==> src/deq_pkg.sv <==
// Shared constants, types and ring pointer helpers for the deque.
package deq_pkg;

    localparam int CAPACITY = 64;
    localparam int PTR_W    = (CAPACITY > 1) ? $clog2(CAPACITY) : 1;
    localparam int COUNT_W  = 7;
    localparam int VALUE_W  = 32;
    localparam int OP_W     = 3;
    localparam int STATUS_W = 2;
    localparam int OQ_DEPTH = 4;
    localparam int OQ_AW    = $clog2(OQ_DEPTH);
    localparam int OCC_W    = $clog2(OQ_DEPTH + 1);

    typedef enum logic [OP_W-1:0] {
        OP_PUSH_FRONT = 3'd0,
        OP_PUSH_BACK  = 3'd1,
        OP_POP_FRONT  = 3'd2,
        OP_POP_BACK   = 3'd3,
        OP_DUMP_FWD   = 3'd4,
        OP_DUMP_BWD   = 3'd5,
        OP_SIZE       = 3'd6
    } t_op;

    typedef enum logic [STATUS_W-1:0] {
        ST_OK    = 2'd0,
        ST_FULL  = 2'd1,
        ST_EMPTY = 2'd2
    } t_status;

    typedef enum logic [0:0] {
        S_IDLE = 1'b0,
        S_DUMP = 1'b1
    } t_state;

    typedef struct packed {
        logic               is_element;
        logic [COUNT_W-1:0] count;
        t_status            status;
        logic               last;
    } t_token;

    typedef struct packed {
        logic signed [VALUE_W-1:0] element;
        logic                      is_element;
        logic [COUNT_W-1:0]        count;
        t_status                   status;
        logic                      last;
    } t_result;

    function automatic logic [PTR_W-1:0] ptr_next(input logic [PTR_W-1:0] p);
        ptr_next = (p == PTR_W'(CAPACITY - 1)) ? '0 : p + PTR_W'(1);
    endfunction

    function automatic logic [PTR_W-1:0] ptr_prev(input logic [PTR_W-1:0] p);
        ptr_prev = (p == '0) ? PTR_W'(CAPACITY - 1) : p - PTR_W'(1);
    endfunction

endpackage

==> src/deq_ram.sv <==
// Entry store: one write port, one read port with registered read data.
module deq_ram #(
    parameter int DEPTH = 64,
    parameter int WIDTH = 32
) (
    input  logic                     i_clk,
    input  logic                     i_we,
    input  logic [$clog2(DEPTH)-1:0] i_waddr,
    input  logic [WIDTH-1:0]         i_wdata,
    input  logic                     i_re,
    input  logic [$clog2(DEPTH)-1:0] i_raddr,
    output logic [WIDTH-1:0]         o_rdata
);

    logic [WIDTH-1:0] r_mem [DEPTH];
    logic [WIDTH-1:0] r_rdata;

    always_ff @(posedge i_clk) begin
        if (i_we) begin
            r_mem[i_waddr] <= i_wdata;
        end
    end

    always_ff @(posedge i_clk) begin
        if (i_re) begin
            r_rdata <= r_mem[i_raddr];
        end
    end

    assign o_rdata = r_rdata;

endmodule

==> src/deq_ctrl.sv <==
// Deque control: pointers, count, dump sequencer and store access.
module deq_ctrl import deq_pkg::*; (
    input  logic                i_clk,
    input  logic                i_rst_n,
    input  logic                i_in_valid,
    output logic                o_in_stall,
    input  logic [OP_W-1:0]     i_op,
    input  logic [VALUE_W-1:0]  i_value,
    input  logic                i_room,
    output logic                o_tok_valid,
    output t_token              o_tok,
    output logic                o_we,
    output logic [PTR_W-1:0]    o_waddr,
    output logic [VALUE_W-1:0]  o_wdata,
    output logic                o_re,
    output logic [PTR_W-1:0]    o_raddr
);

    t_state             r_state, n_state;
    logic [PTR_W-1:0]   r_front, n_front;
    logic [PTR_W-1:0]   r_back, n_back;
    logic [COUNT_W-1:0] r_count, n_count;
    logic [PTR_W-1:0]   r_rd_ptr, n_rd_ptr;
    logic [COUNT_W-1:0] r_left, n_left;
    logic               r_bwd, n_bwd;

    logic               w_accept;
    logic               w_full;
    logic               w_empty;
    logic               w_is_dump;
    logic               w_dump_bwd;
    logic [PTR_W-1:0]   w_start;
    logic [PTR_W-1:0]   w_start_step;
    logic [PTR_W-1:0]   w_rd_step;

    assign o_in_stall   = (r_state != S_IDLE) || !i_room;
    assign w_accept     = i_in_valid && !o_in_stall;
    assign w_full       = (r_count == COUNT_W'(CAPACITY));
    assign w_empty      = (r_count == '0);
    assign w_dump_bwd   = (i_op == OP_DUMP_BWD);
    assign w_is_dump    = (i_op == OP_DUMP_FWD) || w_dump_bwd;
    assign w_start      = w_dump_bwd ? ptr_prev(r_back) : r_front;
    assign w_start_step = w_dump_bwd ? ptr_prev(w_start) : ptr_next(w_start);
    assign w_rd_step    = r_bwd ? ptr_prev(r_rd_ptr) : ptr_next(r_rd_ptr);

    always_comb begin
        n_state = r_state;
        case (r_state)
            S_IDLE: begin
                if (w_accept && w_is_dump && (r_count > COUNT_W'(1))) begin
                    n_state = S_DUMP;
                end
            end
            S_DUMP: begin
                if (i_room && (r_left == COUNT_W'(1))) begin
                    n_state = S_IDLE;
                end
            end
            default: n_state = S_IDLE;
        endcase
    end

    always_comb begin
        n_front     = r_front;
        n_back      = r_back;
        n_count     = r_count;
        n_rd_ptr    = r_rd_ptr;
        n_left      = r_left;
        n_bwd       = r_bwd;
        o_we        = 1'b0;
        o_waddr     = r_back;
        o_wdata     = i_value;
        o_re        = 1'b0;
        o_raddr     = r_rd_ptr;
        o_tok_valid = 1'b0;
        o_tok       = '{is_element: 1'b0, count: r_count, status: ST_OK, last: 1'b1};
        case (r_state)
            S_IDLE: begin
                if (w_accept) begin
                    o_tok_valid = 1'b1;
                    case (i_op)
                        OP_PUSH_FRONT: begin
                            if (w_full) begin
                                o_tok.status = ST_FULL;
                            end else begin
                                o_we    = 1'b1;
                                o_waddr = ptr_prev(r_front);
                                n_front = ptr_prev(r_front);
                                n_count = r_count + COUNT_W'(1);
                            end
                        end
                        OP_PUSH_BACK: begin
                            if (w_full) begin
                                o_tok.status = ST_FULL;
                            end else begin
                                o_we    = 1'b1;
                                o_waddr = r_back;
                                n_back  = ptr_next(r_back);
                                n_count = r_count + COUNT_W'(1);
                            end
                        end
                        OP_POP_FRONT: begin
                            if (w_empty) begin
                                o_tok.status = ST_EMPTY;
                            end else begin
                                n_front = ptr_next(r_front);
                                n_count = r_count - COUNT_W'(1);
                            end
                        end
                        OP_POP_BACK: begin
                            if (w_empty) begin
                                o_tok.status = ST_EMPTY;
                            end else begin
                                n_back  = ptr_prev(r_back);
                                n_count = r_count - COUNT_W'(1);
                            end
                        end
                        OP_DUMP_FWD, OP_DUMP_BWD: begin
                            if (!w_empty) begin
                                o_re             = 1'b1;
                                o_raddr          = w_start;
                                o_tok.is_element = 1'b1;
                                o_tok.last       = (r_count == COUNT_W'(1));
                                n_rd_ptr         = w_start_step;
                                n_left           = r_count - COUNT_W'(1);
                                n_bwd            = w_dump_bwd;
                            end
                        end
                        default: ;
                    endcase
                end
            end
            S_DUMP: begin
                if (i_room) begin
                    o_tok_valid      = 1'b1;
                    o_re             = 1'b1;
                    o_raddr          = r_rd_ptr;
                    o_tok.is_element = 1'b1;
                    o_tok.last       = (r_left == COUNT_W'(1));
                    n_rd_ptr         = w_rd_step;
                    n_left           = r_left - COUNT_W'(1);
                end
            end
            default: ;
        endcase
        o_tok.count = n_count;
    end

    always_ff @(posedge i_clk) begin
        if (!i_rst_n) begin
            r_state <= S_IDLE;
            r_front <= '0;
            r_back  <= '0;
            r_count <= '0;
        end else begin
            r_state <= n_state;
            r_front <= n_front;
            r_back  <= n_back;
            r_count <= n_count;
        end
    end

    always_ff @(posedge i_clk) begin
        r_rd_ptr <= n_rd_ptr;
        r_left   <= n_left;
        r_bwd    <= n_bwd;
    end

endmodule

==> src/deq_oq.sv <==
// Result stage: joins store read data with its token and queues finished words.
module deq_oq import deq_pkg::*; (
    input  logic               i_clk,
    input  logic               i_rst_n,
    input  logic               i_tok_valid,
    input  t_token             i_tok,
    input  logic [VALUE_W-1:0] i_rdata,
    output logic               o_room,
    output logic               o_out_valid,
    input  logic               i_out_stall,
    output t_result            o_result
);

    logic               r_b_valid;
    t_token             r_b_tok;
    t_result            r_q [OQ_DEPTH];
    logic [OQ_AW-1:0]   r_wr, n_wr;
    logic [OQ_AW-1:0]   r_rd, n_rd;
    logic [OCC_W-1:0]   r_occ, n_occ;

    logic               w_push;
    logic               w_pop;
    t_result            w_entry;

    assign w_push      = r_b_valid;
    assign w_pop       = o_out_valid && !i_out_stall;
    assign o_out_valid = (r_occ != '0);
    assign o_result    = r_q[r_rd];
    assign o_room      = ((OCC_W + 1)'(r_occ) + (OCC_W + 1)'(r_b_valid))
                         < (OCC_W + 1)'(OQ_DEPTH);

    always_comb begin
        w_entry.element    = r_b_tok.is_element ? i_rdata : '0;
        w_entry.is_element = r_b_tok.is_element;
        w_entry.count      = r_b_tok.count;
        w_entry.status     = r_b_tok.status;
        w_entry.last       = r_b_tok.last;
    end

    always_comb begin
        n_wr  = r_wr;
        n_rd  = r_rd;
        n_occ = r_occ;
        if (w_push) begin
            n_wr = (r_wr == OQ_AW'(OQ_DEPTH - 1)) ? '0 : r_wr + OQ_AW'(1);
        end
        if (w_pop) begin
            n_rd = (r_rd == OQ_AW'(OQ_DEPTH - 1)) ? '0 : r_rd + OQ_AW'(1);
        end
        case ({w_push, w_pop})
            2'b10:   n_occ = r_occ + OCC_W'(1);
            2'b01:   n_occ = r_occ - OCC_W'(1);
            default: n_occ = r_occ;
        endcase
    end

    always_ff @(posedge i_clk) begin
        if (!i_rst_n) begin
            r_b_valid <= 1'b0;
            r_wr      <= '0;
            r_rd      <= '0;
            r_occ     <= '0;
        end else begin
            r_b_valid <= i_tok_valid;
            r_wr      <= n_wr;
            r_rd      <= n_rd;
            r_occ     <= n_occ;
        end
    end

    always_ff @(posedge i_clk) begin
        r_b_tok <= i_tok;
        if (w_push) begin
            r_q[r_wr] <= w_entry;
        end
    end

endmodule

==> src/double_ended_queue.sv <==
// Top level of the bounded double-ended queue.
// Each word's token and store read are registered, then queued in the result queue and offered.
// Throughput: push, pop, size and empty-store dumps take one input word per cycle with result room.
// Dumping N entries gives N words at one read per cycle with result room; input stalls to the last.
// Reset (synchronous, active low) empties the queue and the result stage; store contents are kept.
module double_ended_queue import deq_pkg::*; (
    input  logic                      i_clk,
    input  logic                      i_rst_n,
    input  logic                      i_in_valid,
    output logic                      o_in_stall,
    input  logic [OP_W-1:0]           i_op,
    input  logic signed [VALUE_W-1:0] i_value,
    output logic                      o_out_valid,
    input  logic                      i_out_stall,
    output logic signed [VALUE_W-1:0] o_element,
    output logic                      o_is_element,
    output logic [COUNT_W-1:0]        o_count,
    output logic [STATUS_W-1:0]       o_status,
    output logic                      o_last
);

    logic               w_room;
    logic               w_tok_valid;
    t_token             w_tok;
    logic               w_we;
    logic [PTR_W-1:0]   w_waddr;
    logic [VALUE_W-1:0] w_wdata;
    logic               w_re;
    logic [PTR_W-1:0]   w_raddr;
    logic [VALUE_W-1:0] w_rdata;
    t_result            w_result;

    deq_ctrl u_ctrl (
        .i_clk       (i_clk),
        .i_rst_n     (i_rst_n),
        .i_in_valid  (i_in_valid),
        .o_in_stall  (o_in_stall),
        .i_op        (i_op),
        .i_value     (i_value),
        .i_room      (w_room),
        .o_tok_valid (w_tok_valid),
        .o_tok       (w_tok),
        .o_we        (w_we),
        .o_waddr     (w_waddr),
        .o_wdata     (w_wdata),
        .o_re        (w_re),
        .o_raddr     (w_raddr)
    );

    deq_ram #(
        .DEPTH (CAPACITY),
        .WIDTH (VALUE_W)
    ) u_ram (
        .i_clk   (i_clk),
        .i_we    (w_we),
        .i_waddr (w_waddr),
        .i_wdata (w_wdata),
        .i_re    (w_re),
        .i_raddr (w_raddr),
        .o_rdata (w_rdata)
    );

    deq_oq u_oq (
        .i_clk       (i_clk),
        .i_rst_n     (i_rst_n),
        .i_tok_valid (w_tok_valid),
        .i_tok       (w_tok),
        .i_rdata     (w_rdata),
        .o_room      (w_room),
        .o_out_valid (o_out_valid),
        .i_out_stall (i_out_stall),
        .o_result    (w_result)
    );

    assign o_element    = w_result.element;
    assign o_is_element = w_result.is_element;
    assign o_count      = w_result.count;
    assign o_status     = w_result.status;
    assign o_last       = w_result.last;

endmodule

==> config.mk <==
export PLATFORM = sky130hd
export DESIGN_NAME = double_ended_queue
export DESIGN_NICKNAME = d
export VERILOG_FILES = /design/src/deq_pkg.sv /design/src/deq_ram.sv /design/src/deq_ctrl.sv /design/src/deq_oq.sv /design/src/double_ended_queue.sv
export SDC_FILE = /design/constraint.sdc
export NUM_CORES = 2
export LEC_CHECK = 0
export ABC_AREA = 1
export CORE_MARGIN = 5
export CORE_UTILIZATION = 30
export CTS_CLUSTER_DIAMETER = 100
export DETAILED_ROUTE_END_ITERATION = 8
export DONT_BUFFER_PORTS = 1
export PLACE_DENSITY = 0.45
export SYNTH_ARGS = -nofsm -noshare
export SYNTH_HDL_FRONTEND = slang
export SYNTH_SLANG_ARGS = --single-unit
export TNS_END_PERCENT = 30
==> constraint.sdc <==
create_clock -name i_clk -period 4.55 [get_ports i_clk]
set_input_delay 0.2275 -clock i_clk [delete_from_list [all_inputs] [get_ports i_clk]]
set_output_delay 0.2275 -clock i_clk [all_outputs]
set_load 0.01 [all_outputs]
Word-level counts from Yosys, hierarchy flattened:

Memories as Yosys holds them, arrays and structs flattened. A register that Yosys moved wholly into a read port is not among the register bits.
Cells that the tools add are included.

* input port bits: 39
* output and inout bits: 45
* RAM bits: 2220
* memories: 2
* flip-flop bits (word level): 53

* add/subtract/negate cells: 16
* reductions and logical operators: 28
* muxes and demuxes: 72
* bitwise logic cells: 3
* magnitude comparators: 2
* equality and inequality tests: 24

Memory list
* u_ram.r_mem: depth 64, bits a word 32, read ports 1, clocked after memory_dff 1, wr ports 1, RTL line deq_ram.sv:15 `logic [WIDTH-1:0] r_mem [DEPTH];`
* u_oq.r_q: depth 4, bits a word 43, read ports 1, clocked after memory_dff 1, wr ports 1, RTL line deq_oq.sv:16 `t_result r_q [OQ_DEPTH];`

Operator list (number)
* 6-bit two-way mux: 26
* 7-bit two-way mux: 8
* 6-bit one-hot mux with 2 select lines: 4
* 32-bit two-way mux: 1
* 7-bit one-hot mux with 2 select lines: 2
* 6-bit by 1-bit adder with 6-bit output (second input constant): 4
* 6-bit == test (second input constant): 4
* 6-bit zero test: 4
* 6-bit by 1-bit subtractor with 6-bit output (second input constant): 4
* 1-bit two-way mux: 20
* 7-bit by 1-bit == test with 1-bit output (second input constant): 2
* 7-bit by 1-bit subtractor with 7-bit output (second input constant): 2
* 2-bit != test (second input constant): 6
* 2-bit two-way mux: 5
* 5-bit AND reduction: 2
* 1-bit one-hot mux with 2 select lines: 4
* 4-bit AND reduction: 2
* 2-bit OR reduction: 4
* 7-bit by 1-bit adder with 7-bit output (second input constant): 1
* 7-bit == test (second input constant): 1
* 7-bit by 1-bit greater-than comparator with 1-bit output (second input constant): 1
* 7-bit zero test: 1
* 2-bit == test (second input constant): 3
* 3-bit by 2-bit == test with 1-bit output (second input constant): 2
* 18 further kinds: 32

Depth between registers and ports, before layout:

* depth in word-level cells: 10
* mapped depth: 20
* mapped depth without buffers: 17

Hierarchy:

From an unflattened synthesis, not the netlist that was laid out.

* cells, all modules: 7866
* area total of the unflattened synthesis: 93870.0 um^2

Modules (own cells, without submodules)
* deq_ram: area each 83058.4 um^2, cells each 6769, seq. area each 62459.9 um^2, times used 1
* deq_oq: area each 7338.3 um^2, cells each 559, seq. area each 5585.4 um^2, times used 1
* deq_ctrl: area each 3473.3 um^2, cells each 538, seq. area each 820.8 um^2, times used 1

Worst setup path after synthesis:

No wires, ideal clock.

* kind: register to register
* start: register u_ctrl.r_count[0]
* end: memory u_ram.r_mem[38][0], enable pin
* library setup time: 0.461 ns
* data required time: 4.089 ns
* stages on the path, launching flop included: 15
* data arrival time: 4.190 ns
* slack: -0.101 ns
* period minus slack after synthesis: 4.651 ns
* path buffers: 1
* path through: dfxtp_1 inv_1 ha_1 nand2_2 nor2_1 nand2_1 inv_2 nor4_2 inv_2 buf_4 o21ai_1 inv_1 nor2_1 nand2_1 nor3_1

* longest elaborated chain between the ends: 7

Ends and longest elaborated chain
* from (decl): RTL line deq_ctrl.sv:22 `logic [COUNT_W-1:0] r_count, n_count;`
* from (signal assigned): RTL line deq_ctrl.sv:159 `r_count <= n_count;`
* 7-bit == test *: RTL line deq_ctrl.sv:38 `assign w_full = (r_count == COUNT_W'(CAPACITY));`
* 1-bit two-way mux: RTL line deq_ctrl.sv:83, deq_ctrl.sv:93
* 1-bit two-way mux
* 1-bit two-way mux: RTL line deq_ctrl.sv:79 `if (w_accept) begin`
* 1-bit two-way mux: RTL line deq_ctrl.sv:77 `case (r_state)`
* 1-bit two-way mux: RTL line deq_ram.sv:19 `if (i_we) begin`
* 1-bit two-way mux (not written as such): RTL line deq_ram.sv:20 `r_mem[i_waddr] <= i_wdata;`
* to (decl): RTL line deq_ram.sv:15

Mark *: on every way between the ends. The rest lies on a longest branch, timed or not.

Final worst setup path:

* start: register u_ctrl.r_count[0]
* end: register u_ram.r_rdata[25] (netlist: u_ram.o_rdata[25]), read port of u_ram.r_mem, data pin

* longest elaborated chain between the ends: 5

Ends and longest elaborated chain
* 7-bit zero test *: RTL line deq_ctrl.sv:39 `assign w_empty = (r_count == '0);`
* 6-bit two-way mux / 1-bit two-way mux (equally long branches): RTL line deq_ctrl.sv:119 `if (!w_empty) begin`
* 6-bit two-way mux / 1-bit two-way mux (equally long branches): RTL line deq_ctrl.sv:81 `case (i_op)`
* 6-bit two-way mux / 1-bit two-way mux (equally long branches): RTL line deq_ctrl.sv:79
* 6-bit one-hot mux with 2 select lines / 1-bit one-hot mux with 2 select lines (equally long branches): RTL line deq_ctrl.sv:77
* to (decl): RTL line deq_ram.sv:16 `logic [WIDTH-1:0] r_rdata;`

Marked as above.
A chain may end at the register's enable or synchronous reset.

==> summary.md <==
| Metric | Value |
|---|---|
| Largest net degree at the start of global routing | approximately 120 |
| Synth Cell Area | 98400 um^2 |
| HPWL after DPL | 175 mm |
| Initial antenna violation count | 10 |
| Max-Cap Viols | 0 |
| Vias | about 67000 |
| CP Launch Type | register |
| Min Tclk post-route | 4.38 ns |
| Hold Path Class | in -> reg |
| Placement Setup Slack | roughly 0.21 ns |
| Routed WL | 317 mm |
| Sw power | 16.1 mW |
| Resize count post-CTS | 0 |
| Initial core utilization | 0.301 |
| Synth Flop Type | edfxtp_1 |
| Post-CTS setup buffer count | 0 |
| TritonCTS clock tree | done |
| Clk pin slew, worst setup/hold paths | ~0.06 ns |
| Register bit total from synthesis | 2307 |
| 1st-pass router iterations | 8 |
| Root buf cell | clkbuf_16 |
| Grt total ovfl | 0 |
| Layout cell share with drive strength beyond 1 | 0.0828 |
| Fin. Hold Viols | 0 |
| Die H | 583 um |
| WP data arrival | 5.06 ns |
| Worst-skew pair later-pin latency | 0.86 ns |
| GP Congestion | 0.801 |
| Sequential area share after synthesis | 0.700 |
| Maximum fanout along the worst path | 58 |
| Wire per inst | 23.7 um |
| PortBufs | 0 |
| Slew of the pin with the lowest slew margin | 1.02 ns |
| Sequential share of power | 0.442 |
| H-tree levels | 5 |
| Die area | 340000 um^2 |
| Post-route ant nets | 0 |
| DRC Markers | 0 |
| Fmax | about 230 MHz |
| Skew final | 0.0616 ns |
| Kind of critical path | reg -> reg |
| Clock share of power | 0.373 |
| TritonCTS Sinks | 2307 |
| CTS max path bufs | 4 |
| Number of flops mapped to enable cells by yosys | 2266 |
| Top cells by area, synth | edfxtp_1 69%, nand2_1 11%, nand3_1 10% |
| Top-area cell type share of the netlist area | 0.691 |
| Core area | 327000 um^2 |
| Synth unique cells | 45 |
| P_leak | 42.4 nW |
| RSZ-0062 raised after global routing | no |
| Die X | about 580 um |
| Internal power | 38.1 mW |
| Tot Pwr | between 50 and 60 mW |
| Synth Warn # | 0 |
| Worst vdd ir | 0.268 mV |
| Top post-synthesis cells by count | 2762 x nand2_1, 2266 x edfxtp_1, 2038 x nand3_1 |
| Syn nets | 8894 |
| PwrDens | 475 nW/um^2 |
| Largest area contributor in the netlist | edfxtp_1 |
| Setup TNS | 0 ns |
| Final worst slack | 0.173 ns |
| Worst EP required | roughly 5.2 ns |
| Global Route Usage Sum | 0.181 |
| Async SR Flop Fraction | 0 |
| Hold_buf cts | 73 |
| Synth Area per Inst | 11.1 um^2 |
| # IOs | 84 |
| Sw Share | 0.297 |
| Crit share post-route | 0.962 |
| Max_slew headroom | 0.322 |
| Initial DRC Count | just over 6000 |
| Most numerous cell in the Yosys netlist | nand2_1 |
| Final setup vio count | 0 |
| Final nets | 8908 |
| Critical Path End Type | register |
| Global-route wire length before repair | roughly 460 mm |
| P&R area growth vs syn | 16.1% |
| Comb power frac | 0.185 |
| Final Slew Violations | 0 |
| Outcome | completed |
| Routed vias/inst | 4.99 |
| Row count | 210 |
| Vias in the first global route | 64500 |
| CTS Buf Count | roughly 270 |
| Gate Count Post-Synth | about 8800 |
## metal layers
metal / wire, um / track usage / part of all wire
met2: 148000 / 0.293 / 0.47
met1: 144000 / 0.257 / 0.45
met4: 8010 / 0.0460 / 0.025
met5: 0 / 0 / 0
met3: 17200 / 0.0235 / 0.054
## critical path, stage by stage, from the launching register on
cell and delay [ns]:
dfxtp_1 0.43, inv_1 0.11, ha_1 0.26, nand2_2 0.12, nor2_2 0.06, nor2_1 0.11, nand2_2 0.27, nand2_1 0.21
o21ai_4 0.09, inv_6 0.64, buf_4 0.53, nand3_1 0.29, nand3_1 0.29, nand3_1 0.45, nand2_1 0.21
## cells in the final DEF, fill, tap and decap left out, types with 7 or more instances in the layout
cell type,instances
edfxtp_1,2266
buf_12,121
nor3_1,16
bufinv_16,9
xnor2_1,7
nand4_1,10
ha_1,23
inv_1,361
a21oi_1,34
o22ai_1,43
nor2_1,147
clkbuf_1,72
clkinv_2,32
nor2_4,60
nand3_1,2038
buf_16,32
buf_4,146
inv_6,8
a31oi_1,7
clkbuf_16,277
nand2_1,2761
clkinv_1,54
o21ai_0,123
xor2_1,24
dlygate4sd3_1,41
o211ai_1,35
inv_2,15
dfxtp_1,39
nand3b_1,159
## power by group through the flow
stage / Combinational (mW) / Clock, mW / Sequential (mW)
2_1_floorplan: 6.11 / 0 / 24.3
3_3_place_gp: 9.64 / 0 / 24.4
3_5_place_dp: 9.68 / 0 / 24.4
4_1_cts: 10.2 / 20.8 / 24.0
5_1_grt: 11.0 / 21.6 / 24.0
6_report: 10.1 / 20.2 / 24.0
## worst paths after layout
path	start	endpoint	slack [ns]	depth (start not counted)
worst min register to register	u_oq.r_b_tok[3]$_DFF_P_	u_oq.r_q[2][3]$_DFFE_PP_	0.45	0
worst max-delay path	u_ctrl.r_count[0]$_SDFF_PN0_	u_ram.o_rdata[25]$_DFFE_PP_	0.17	14
worst min-delay path	i_in_valid	u_oq.r_b_tok[2]$_SDFF_PP0_	0.33	3
worst max register to register	u_ctrl.r_count[0]$_SDFF_PN0_	u_ram.o_rdata[25]$_DFFE_PP_	0.17	14
## sequential cells by signal (all words and copies together) (netlist names), named ones only
signal	cells
u_oq.r_occ	3
u_ram.r_mem	2048
u_oq.r_b_valid	1
u_oq.r_b_tok	11
u_oq.r_wr	2
u_ctrl.r_bwd	1
u_oq.r_rd	2
u_ram.o_rdata	32
u_ctrl.r_left	7
u_oq.r_q	172
u_ctrl.r_front	6
u_ctrl.r_rd_ptr	6
u_ctrl.r_state	1
u_ctrl.r_count	7
u_ctrl.r_back	6
## final cells by class
class	instances	area, um^2
multi-input combinational	5547	25600
timing repair buffer	340	4810
antenna	6	15.0
inverter	381	1440
sequential	2307	68900
clock inverter	111	836
fill	32200	213000
tap	4346	5440
clock buffer	350	7220
## metrics by stage
step,hold WS (ns),cell area (um^2),instances,utilization
3_5_place_dp,0.332,105000,12800,0.321
2_1_floorplan,0.326,98400,8831,-
5_1_grt,0.288,114000,13400,0.349
4_1_cts,0.258,114000,13400,0.349
6_report,0.327,114000,13400,0.349
3_3_place_gp,0.333,105000,12800,0.321
## cell families (layout without fill, tap and decap cells)
group,Yosys count,count (layout),synth area share
and+or+nand+nor,5219,5219,0.233
adders and majority gates,24,24,0.00313
buffers and inverters,977,1182,0.0456
muxes,2,2,0.000203
AOI/OAI and AO/OA,271,271,0.0161
xor gates and xnor gates,31,31,0.00276
DFF,2307,2307,0.700
other,0,6,0
No activity file was read; power rests on OpenSTA's default activity.
